[src/sv/bssf_pkg.sv]
// Shared types, codes and constants for the bitmap strip span fill block.
`timescale 1ns / 1ps

package bssf_pkg;

  localparam int ROWS_DEF       = 64;
  localparam int LINE_BYTES_DEF = 256;

  // Width for line-length and row range compares; covers every legal parameter value.
  localparam int CW = 16;

  localparam logic [1:0] KIND_CLEAR = 2'd0;
  localparam logic [1:0] KIND_SPAN  = 2'd1;
  localparam logic [1:0] KIND_READ  = 2'd2;
  localparam logic [1:0] KIND_ZERO  = 2'd3;

  localparam logic [1:0] POL_DARK   = 2'd0;
  localparam logic [1:0] POL_CLEAR  = 2'd1;
  localparam logic [1:0] POL_INVERT = 2'd2;
  localparam logic [1:0] POL_UNUSED = 2'd3;

  localparam logic [1:0] CFG_LINE_BYTES = 2'd0;
  localparam logic [1:0] CFG_IMAGE_DARK = 2'd1;
  localparam logic [1:0] CFG_COUNT_AREA = 2'd2;

  localparam logic [7:0] TAIL_MASK [8] = '{8'h80, 8'hC0, 8'hE0, 8'hF0,
                                           8'hF8, 8'hFC, 8'hFE, 8'hFF};
  localparam logic [7:0] HEAD_MASK [8] = '{8'hFF, 8'h7F, 8'h3F, 8'h1F,
                                           8'h0F, 8'h07, 8'h03, 8'h01};
  localparam logic [7:0] FILL_LIGHT = 8'hFF;
  localparam logic [7:0] FILL_DARK  = 8'h00;

  typedef struct packed {
    logic load;
    logic decode;
    logic clr_step;
    logic span_step;
    logic drain;
    logic rd_take;
    logic finish;
  } bssf_cmd_t;

  typedef struct packed {
    logic [1:0] kind;
    logic       bad;
    logic       skip;
    logic       clr_last;
    logic       span_last;
    logic       out_free;
  } bssf_stat_t;

  function automatic logic [3:0] pop8(input logic [7:0] v);
    logic [3:0] n;
    n = 4'd0;
    for (int i = 0; i < 8; i++) begin
      n = n + {3'd0, v[i]};
    end
    return n;
  endfunction

endpackage

[src/sv/bssf_ctrl.sv]
// Sequencer for clear, span, read and count items of the strip store.
`timescale 1ns / 1ps

module bssf_ctrl import bssf_pkg::*; (
  input  logic       clk,
  input  logic       rst_n,
  input  logic       in_valid,
  output logic       in_ready,
  output bssf_cmd_t  cmd,
  input  bssf_stat_t stat
);

  typedef enum logic [2:0] {
    S_IDLE, S_DECODE, S_CLEAR, S_SPAN, S_DRAIN, S_RD, S_RD_TAKE, S_DONE
  } state_t;

  state_t state_r, state_nxt;

  always_ff @(posedge clk) begin
    if (!rst_n) begin
      state_r <= S_IDLE;
    end else begin
      state_r <= state_nxt;
    end
  end

  always_comb begin
    state_nxt = state_r;
    case (state_r)
      S_IDLE: begin
        if (in_valid) state_nxt = S_DECODE;
      end
      S_DECODE: begin
        case (stat.kind)
          KIND_CLEAR: state_nxt = S_CLEAR;
          KIND_SPAN:  state_nxt = (stat.bad || stat.skip) ? S_DONE : S_SPAN;
          KIND_READ:  state_nxt = stat.bad ? S_DONE : S_RD;
          default:    state_nxt = S_DONE;
        endcase
      end
      S_CLEAR: begin
        if (stat.clr_last) state_nxt = S_DONE;
      end
      S_SPAN: begin
        if (stat.span_last) state_nxt = S_DRAIN;
      end
      S_DRAIN:   state_nxt = S_DONE;
      S_RD:      state_nxt = S_RD_TAKE;
      S_RD_TAKE: state_nxt = S_DONE;
      S_DONE: begin
        // hold until the result register is free
        if (stat.out_free) state_nxt = S_IDLE;
      end
      default:   state_nxt = S_IDLE;
    endcase
  end

  assign in_ready = (state_r == S_IDLE);

  always_comb begin
    cmd           = '0;
    cmd.load      = (state_r == S_IDLE) && in_valid;
    cmd.decode    = (state_r == S_DECODE);
    cmd.clr_step  = (state_r == S_CLEAR);
    cmd.span_step = (state_r == S_SPAN);
    cmd.drain     = (state_r == S_DRAIN);
    cmd.rd_take   = (state_r == S_RD_TAKE);
    cmd.finish    = (state_r == S_DONE) && stat.out_free;
  end

endmodule

[config.mk]
export PLATFORM = sky130hd
export DESIGN_NAME = bssf_ctrl
export DESIGN_NICKNAME = d
export VERILOG_FILES = /design/src/sv/bssf_pkg.sv /design/src/sv/bssf_ctrl.sv
export SDC_FILE = /design/constraint.sdc
export NUM_CORES = 1
export LEC_CHECK = 0
export BUFFER_PORTS_ARGS = -buffer_cell sky130_fd_sc_hd__clkbuf_2
export CAP_MARGIN = 40
export CORE_AREA = 2 2 39 41
export CTS_CLUSTER_SIZE = 24
export DETAILED_ROUTE_END_ITERATION = 10
export DIE_AREA = 0 0 41 43
export GPL_ROUTABILITY_DRIVEN = 0
export HOLD_SLACK_MARGIN = 0.1
export SLEW_MARGIN = 0
export SYNTH_ARGS = -nofsm -noshare
export SYNTH_HDL_FRONTEND = slang
export SYNTH_SLANG_ARGS = --single-unit
export TNS_END_PERCENT = 20
[constraint.sdc]
create_clock -name clk -period 1.1 [get_ports clk]
set_input_delay 0.22 -clock clk [delete_from_list [all_inputs] [get_ports clk]]
set_output_delay 0.22 -clock clk [all_outputs]
set_load 0.005 [all_outputs]
==> flow_metrics.tcl, run 1 <==
set metrics [dict create \
    status "finished with violations" \
    failed_checks "setup timing" \
    syn_area_per_cell_um2 7.812 \
    portBuffers 17 \
    netSwitchingPower_uw 347.9 \
    rsz0062_at_grt "true" \
    synth_area_leaders "dfxtp_1, buf_6, nor2_1" \
    crit_required_ps 880 \
    wl_um 918 \
    max_slew_margin_pct 82.78 \
    final_cells 81 \
    synth_top_area_cell "dfxtp_1" \
    synth_edf_count 0 \
    num_rows 14 \
    drt-initial-drc-count 1 \
    tritoncts "yes" \
    grt_antenna_before_repair 0 \
    path_max_fanout 8 \
    drive_above_1_share_pct 69.23 \
    cp_num_buf_inv 1 \
    max_freq_ghz 0.7973 \
    hold_viol_final 0 \
    first_global_vias 326 \
    vias 366 \
    min_period_ps 1254 \
    final_util_pct 39.69 \
    worst_r2r_path_depth 6 \
    slew_viol_final 0 \
    p_leak_nw 0.2650 \
    switching_share_pct 34.64 \
    yosys.area.top_type_share_pct 20.78 \
    die-height_um 43 \
    dp.cells 73 \
    die-area_mm2 0.001763 \
    regMostFlops "state_r" \
    fill_cells 146 \
    netlist_area_um2 289.0 \
    holdPathEnd "state_r[1]" \
    period_share_pct 114.0 \
    yosysWarnings 0 \
    reg2reg_slack_ps -110 \
    p_per_area_mw_per_mm2 1828 \
    maxCapViolations 0 \
    drtAntennaViolNets 0 \
    setup_ws_ps -154.3 \
    end_kind "output pin" \
    crit_chain "nor3_4 > and2_4 > buf_6" \
    hold_depth 2 \
    pre_cts_ws_ps -92.26 \
    htree_levels 1 \
    syn_nets 47 \
    setup_viol 10 \
    syn_inst 37 \
    tightest_slew_ps 256.8 \
    p_int_uw 656.4 \
    pwr-share-seq_pct 23.1 \
    vias_per_cell 4.519 \
    grt_util_all_layers_pct 10.93 \
    finalClockSkew_ps 1.641 \
    io_pins 18 \
    r2r-start "state_r[2]" \
    min_path_type "input port to register" \
    largest_reg_flops 3 \
    critPathKind "register to output pin" \
    grt_max_degree 9 \
    clkTransAtPathRegs_ps 40 \
    grt_pass1_wl_um 1255 \
    async_flop_share_pct 0 \
    ir_worst_vdd_uv 592.1 \
    antenna_cells 0 \
    firstDrtPassIters 3 \
    netlist_top_cells_count "nor2_1, dfxtp_1, nand2_1" \
    clock_path_buffers 2 \
    start_kind "register" \
    final_nets 76 \
    syn_to_final_growth_pct 90.04 \
    yosysSeqAreaShare_pct 20.78 \
    drc 0 \
    initial_core_util_pct 20.89 \
    crit_slowest_cell "dfxtp_4" \
    ys_types 25 \
    min_from "rst_n" \
    clkPwrFrac_pct 19.0 \
    synth_ff_type "dfxtp_1" \
    clk_latency_ps 230 \
    top_regs "state_r: 3 flops" \
    ctsHoldBuffers 0 \
    p_comb_share_pct 58.0 \
    cp_slowest_stage_delay_ps 370 \
    ys_ff_latch 3 \
    grt_overflow 0 \
    core_mm2 0.001384 \
    crit_family "flip-flops" \
    dpl.hpwl_um 610.7 \
    wire_per_inst_um 11.33 \
    die_x_um 41 \
    yosysMostFrequentCell "nor2_1" \
    cts_sinks 3 \
    critPathArrivalTime_ps 1030 \
    reg2reg_to "state_r[2]" \
    root_buffer "clkbuf_4" \
    cts_buffers 3 \
]
## area by class of cell
class | instances | area [um^2] | share of cell area, %
inverters | 2 | 7.507 | 1.367
multi-input cells | 29 | 234.0 | 42.60
well taps | 16 | 20.02 | 3.645
clock buffers | 4 | 26.28 | 4.784
flip-flops and latches | 3 | 71.32 | 12.98
repair buffers | 27 | 190.2 | 34.62
## worst register-to-register path: stages, from the launching register on
cell,delay [ps]
dfxtp_4,360
nand2b_4,150
buf_4,130
buf_4,130
buf_4,120
o2bb2ai_2,120
o22ai_1,80
## power by group through the flow
stage / Combinational [mW] / Clock [mW] / Sequential (mW)
after floorplan: 0.286 / 0 / 0.159
after global placement: 0.380 / 0 / 0.201
after detailed placement: 0.384 / 0 / 0.201
after CTS: 0.522 / 0.201 / 0.218
after global routing: 0.628 / 0.211 / 0.243
final: 0.582 / 0.190 / 0.232
## cells in the final DEF (no fill, tap or decap), types with 2 or more instances in the layout
cell | synthesis | layout
buf_2 | 0 | 5
buf_4 | 1 | 6
buf_6 | 2 | 4
clkbuf_2 | 0 | 11
clkbuf_4 | 0 | 3
dfxtp_4 | 0 | 3
inv_1 | 2 | 2
nand2_1 | 3 | 2
nor2_1 | 5 | 4
o22ai_1 | 2 | 2
## what timing repair did
item,in CTS,in global routing
pin swaps,4,4
setup endpoints to repair,11,11
resized for setup,15,10
setup buffers,2,2
## per-layer routing
| metal | track usage, % | wire (um) | part of all wire [%] |
|---|---|---|---|
| met5 | 0 | 0 | 0 |
| met4 | 2.000 | 0 | 0 |
| met3 | 6.283 | 54 | 5.9 |
| met2 | 19.06 | 491 | 53 |
| met1 | 10.58 | 372 | 41 |
## logic make-up after synthesis
family	synth area share, %
multiplexers	9.089
AO/OA/AOI/OAI	29.00
AND/OR/NAND/NOR	28.14
buffers and inverters	12.99
flip-flops	20.78
## worst max path at each step
stage	from	end	slack [ps]	depth (start not counted)
6_report	state_r[0]	cmd[6]	-150	3
3_3_place_gp	state_r[0]	state_r[2]	-80	3
4_1_cts	state_r[2]	cmd[4]	-180	4
5_1_grt	state_r[0]	cmd[6]	-230	3
3_5_place_dp	state_r[2]	cmd[4]	-90	4
2_1_floorplan	state_r[1]	cmd[6]	20	3
## per-stage QoR
step / power (mW) / hold WS (ps) / setup TNS (ps) / instance area [um^2]
floorplan: 0.4449 / 351.2 / 0 / 289.0
global placement: 0.5818 / 502.5 / -325.4 / 409.1
detailed placement: 0.5849 / 505.2 / -440.5 / 409.1
CTS: 0.9408 / 248.5 / -1052 / 516.7
global route: 1.082 / 259.1 / -1785 / 549.3
finish: 1.004 / 253.2 / -1151 / 549.3
Note: power is estimated with default switching activity, not from simulation.
==> run 2: changes to the inputs <==
==> constraint.sdc (replaced) <==
create_clock -name clk -period 1.3 [get_ports clk]
set_input_delay 0.26 -clock clk [delete_from_list [all_inputs] [get_ports clk]]
set_output_delay 0.26 -clock clk [all_outputs]
set_load 0.005 [all_outputs]
==> run 2 against run 1 <==
  * Critical path depth stayed put
  * Worst setup slack improved by 160 ps
  * Flip-flop and latch count did not move
  * Count of clock-buffer cells in the layout unchanged
  * Sequential share of layout area is 1.7 points higher
  * Non-clock buffer count down 3
  * Register-to-register slack better by 160 ps
  * Critical path type unchanged
  * Via count rose by 1.9%
  * The run now ends clean
  * Design area fell by 12%
  * Largest cell class unchanged
  * Combinational power shrank 34%
  * Worst hold slack improved by 28 ps
  * Total power down 26%
==> flow_metrics.tcl, run 2 (same netlist as run 1, synthesis figures left out) <==
set metrics [dict create \
    met3_length_um 79 \
    critPathKind "register to output pin" \
    fin_total_pwr_uw 744.2 \
    crit_chain "buf_4 > nor3b_2 > buf_2" \
    final_cell_mix "clkbuf_2, buf_4, nor2_1" \
    portBuffers 17 \
    cts_sinks 3 \
    max_slew_margin_pct 87.82 \
    ir_worst_vdd_uv 573.8 \
    firstDrtPassIters 3 \
    min_period_ps 1297 \
    p_per_area_mw_per_mm2 1537 \
    initial_core_util_pct 20.89 \
    path_max_fanout 6 \
    ctsHoldBuffers 0 \
    crit_cells 3 \
    start_kind "register" \
    vias_per_cell 4.782 \
    rsz0062_at_grt "true" \
    wl_um 869 \
    grt_pass1_wl_um 1283 \
    fill_cells 154 \
    clock_path_buffers 2 \
    grt_max_degree 12 \
    holdPathEnd "state_r[1]" \
    hold_depth 2 \
    vias 373 \
    top_regs "state_r: 3 flops" \
    syn_to_final_growth_pct 67.53 \
    final_cells 78 \
    hold_viol_final 0 \
    core_mm2 0.001384 \
    setup_viol 0 \
    top_layer "met3" \
    reg2reg_to "state_r[0]" \
    end_kind "output pin" \
    r2r-start "state_r[2]" \
    drtAntennaViolNets 0 \
    first_global_vias 327 \
    grt_antenna_before_repair 0 \
    holdWs_ps 281.2 \
    wl_met1_um 342 \
    max_freq_ghz 0.7708 \
    io_pins 18 \
    crit_slowest_cell "dfxtp_4" \
    die-area_mm2 0.001763 \
    wire_per_inst_um 11.14 \
    cp_num_buf_inv 2 \
    num_rows 14 \
    largest_reg_flops 3 \
    drc 0 \
    min_from "rst_n" \
    regMostFlops "state_r" \
    htree_levels 1 \
    setup_ws_ps 2.594 \
    antenna_cells 0 \
    worst_r2r_path_depth 5 \
    crit_required_ps 1040 \
    die-height_um 43 \
    final_nets 73 \
    tightest_slew_ps 181.7 \
    cts_buffers 3 \
    drt-initial-drc-count 3 \
    die_x_um 41 \
    maxCapViolations 0 \
    final_common_cell "clkbuf_2" \
    cp_slowest_stage_delay_ps 360 \
    clkTransAtPathRegs_ps 40 \
    reg2reg_slack_ps 50 \
    dp.cells 69 \
    met2_length_um 447 \
    dpl.hpwl_um 580.2 \
    fin_tns_setup_ps 0 \
    drive_above_1_share_pct 61.29 \
    crit_family "flip-flops" \
    p_leak_nw 0.2371 \
    finalClockSkew_ps 1.243 \
    clk_latency_ps 230 \
    critPathArrivalTime_ps 1040 \
    slew_viol_final 0 \
    grt_overflow 0 \
    root_buffer "clkbuf_4" \
    status "finished, final reports clean" \
    grt_util_all_layers_pct 10.82 \
    tritoncts "yes" \
    period_share_pct 99.80 \
    min_path_type "input port to register" \
    pre_cts_ws_ps 71.59 \
]
run 2: cell count changes in the layout (fill, tap and decap cells not counted), sizes merged:
cell	delta
buf	-6
clkbuf	+3
run 2: final cells by class:
type | count | area [um^2] | share of cell area [%]
Clock buffer | 4 | 26.28 | 5.426
Inverter | 2 | 7.507 | 1.550
Multi-Input combinational cell | 29 | 215.2 | 44.44
Sequential cell | 3 | 71.32 | 14.73
Tap cell | 16 | 20.02 | 4.134
Timing Repair Buffer | 24 | 143.9 | 29.72
run 2: worst max-delay path by stage:
stage                           from    endpoint  slack (ps)
after floorplan           state_r[1]      cmd[6]         180
after global placement    state_r[0]  state_r[2]          60
after detailed placement  state_r[0]  state_r[2]          70
after CTS                 state_r[2]      cmd[6]           2
after global routing      state_r[1]      cmd[6]         -50
final                     state_r[1]      cmd[2]           3
run 2: per-stage QoR:
stage,util [%],instance area (um^2)
floorplan,-,289.0
global placement,27.40,379.1
detailed placement,27.40,379.1
CTS,32.10,444.2
global route,34.99,484.2
finish,34.99,484.2
run 2: worst reg2reg max path, delay by kind of cell, from the launching register on:
kind	cells	cell delay, ps
compound gates	3	490
flops	1	380
buf+inv	2	270
run 2: per-layer routing:
metal	vias to the layer above	global-route usage (%)
li1	186	-
met4	0	2.000
met2	16	16.88
met3	0	7.853
met5	-	0
met1	171	11.50
run 2: timing repair:
action,in CTS,in global routing
cloned,0,0
buffers inserted,2,3
setup endpoints to repair,8,7
pin swaps,1,2
gates resized for setup,10,10
run 2: report_power, final:
part / switching, mW / total (mW) / leakage [nW] / internal [mW]
registers: 0.0593 / 0.191 / 0.0267 / 0.131
logic: 0.157 / 0.387 / 0.195 / 0.229
clock network: 0.0518 / 0.167 / 0.0150 / 0.115
==> run 3: changes to the inputs <==
--- a/config.mk
+++ b/config.mk
@@ -8,11 +8,14 @@
 export BUFFER_PORTS_ARGS = -buffer_cell sky130_fd_sc_hd__clkbuf_2
 export CAP_MARGIN = 40
 export CORE_AREA = 2 2 39 41
+export CTS_BUF_LIST = sky130_fd_sc_hd__clkbuf_4 sky130_fd_sc_hd__clkbuf_8
 export CTS_CLUSTER_SIZE = 24
 export DETAILED_ROUTE_END_ITERATION = 10
 export DIE_AREA = 0 0 41 43
 export GPL_ROUTABILITY_DRIVEN = 0
+export GPL_TIMING_DRIVEN = 0
 export HOLD_SLACK_MARGIN = 0.1
+export RECOVER_POWER = 50
 export SLEW_MARGIN = 0
 export SYNTH_ARGS = -nofsm -noshare
 export SYNTH_HDL_FRONTEND = slang
==> run 3 against run 2 <==
  * Final cell count increased by 2.6%
  * The flow now finishes with violations (setup timing)
  * Non-clock buffer count is 2 higher
  * Sequential share of layout area decreased by 2.7 points
  * Critical path depth rose by 1
  * Wire length rose by 8.2%
  * Largest power group unchanged
  * Core utilization increased by 3.3 points
==> flow_metrics.tcl, run 3 (same netlist as run 1, synthesis figures left out) <==
set metrics [dict create \
    die-area_mm2 0.001763 \
    setup_ws_ps -69.17 \
    regMostFlops "state_r" \
    finalClockSkew_ps 10.87 \
    core_mm2 0.001384 \
    clkTransAtPathRegs_ps 50 \
    largest_reg_flops 3 \
    clk_latency_ps 250 \
    top_regs "state_r: 3 flops" \
    dpl.hpwl_um 586.6 \
    tightest_slew_ps 179.1 \
    drtAntennaViolNets 0 \
    pre_cts_ws_ps 104.4 \
    pwr-share-seq_pct 16.5 \
    placed_cell_area_um2 394.1 \
    critPathKind "register to output pin" \
    antenna_cells 0 \
    final_util_pct 38.25 \
    p_leak_nw 0.2548 \
    netSwitchingPower_uw 312.0 \
    vias 381 \
    path_max_fanout 5 \
    grt_max_degree 11 \
    die-height_um 43 \
    vias_per_cell 4.763 \
    die_x_um 41 \
    first_global_vias 393 \
    firstDrtPassIters 4 \
    setup_viol 2 \
    status "finished with violations" \
    htree_levels 1 \
    p_per_area_mw_per_mm2 1619 \
    rsz0062_at_grt "true" \
    tritoncts "yes" \
    ir_worst_vdd_uv 546.6 \
    p_comb_share_pct 60.4 \
    grt_antenna_before_repair 0 \
    final_cell_mix "clkbuf_2, buf_6, clkbuf_4, buf_4" \
    initial_core_util_pct 20.89 \
    io_pins 18 \
    clkPwrFrac_pct 23.1 \
    final_common_cell "clkbuf_2" \
    final_cells 80 \
    failed_checks "setup timing" \
    grt_util_all_layers_pct 12.61 \
    drt-initial-drc-count 3 \
    maxCapViolations 0 \
    final_nets 75 \
    grt_overflow 0 \
    fin_total_pwr_uw 856.9 \
    p_int_uw 544.9 \
    fill_cells 145 \
    wl_um 940 \
    max_slew_margin_pct 87.93 \
    switching_share_pct 36.41 \
    root_buffer "clkbuf_4" \
    clock_path_buffers 2 \
    final_area_um2 529.3 \
    syn_to_final_growth_pct 83.12 \
    dp.cells 70 \
    holdWs_ps 285.3 \
    min_path_type "input port to register" \
    hold_viol_final 0 \
    drive_above_1_share_pct 68.75 \
    grt_pass1_wl_um 1497 \
    wire_per_inst_um 11.75 \
    end_kind "output pin" \
    critPathArrivalTime_ps 1110 \
    cts_buffers 3 \
    cts_sinks 3 \
    period_share_pct 105.3 \
    start_kind "register" \
    min_period_ps 1369 \
    portBuffers 17 \
    crit_required_ps 1040 \
    drc 0 \
    num_rows 14 \
    fin_tns_setup_ps -72.88 \
    max_freq_ghz 0.7304 \
    slew_viol_final 0 \
]
-- run 3: cell types whose count changed in the layout (fill, tap and decap cells not counted), sizes merged --
| cell | change |
|---|---|
| buf | +1 |
| clkbuf | +1 |
-- run 3: critical path, stage by stage (launching register included) --
cell and delay, ps:
dfxtp_2 320, buf_6 130, nor3_4 180, and2_4 160, buf_6 80
-- run 3: final cells by class --
cell class | instances | area [um^2] | area share, %
clock buffer | 4 | 30.03 | 5.674
buffer | 3 | 37.54 | 7.092
tap | 16 | 20.02 | 3.783
sequential | 3 | 63.81 | 12.06
multi-input combinational | 29 | 232.7 | 43.97
inverter | 2 | 7.507 | 1.418
timing repair buffer | 23 | 137.6 | 26.00
-- run 3: power groups by stage --
stage	registers, mW	clock network [mW]	logic (mW)
6_report	0.141	0.198	0.518
5_1_grt	0.145	0.208	0.560
4_1_cts	0.136	0.200	0.441
3_5_place_dp	0.137	0	0.342
3_3_place_gp	0.136	0	0.340
2_1_floorplan	0.134	0	0.242
-- run 3: metal layers --
metal	vias up	GRT usage (%)	share of wire (%)
li1	188	-	-
met2	16	20.31	51
met5	-	0	0
met1	175	13.06	41
met3	2	4.712	6.8
met4	0	7.333	1.2
-- run 3: path summary, 6_finish.rpt --
| check | depth (start not counted) | startpoint | end | slack, ps |
|---|---|---|---|---|
| setup / recovery | 4 | state_r[1] | cmd[6] | -70 |
| hold / removal | 2 | rst_n | state_r[1] | 290 |
| setup reg to reg | 6 | state_r[1] | state_r[2] | 60 |
| hold reg to reg | 3 | state_r[1] | state_r[2] | 650 |
-- run 3: repair_timing --
item | CTS | global route
pin swaps | 3 | 4
gates cloned | 1 | 0
setup endpoints to repair | 4 | 9
gates resized for setup | 5 | 12
setup buffers | 5 | 0
hold buffers | 0 | 0
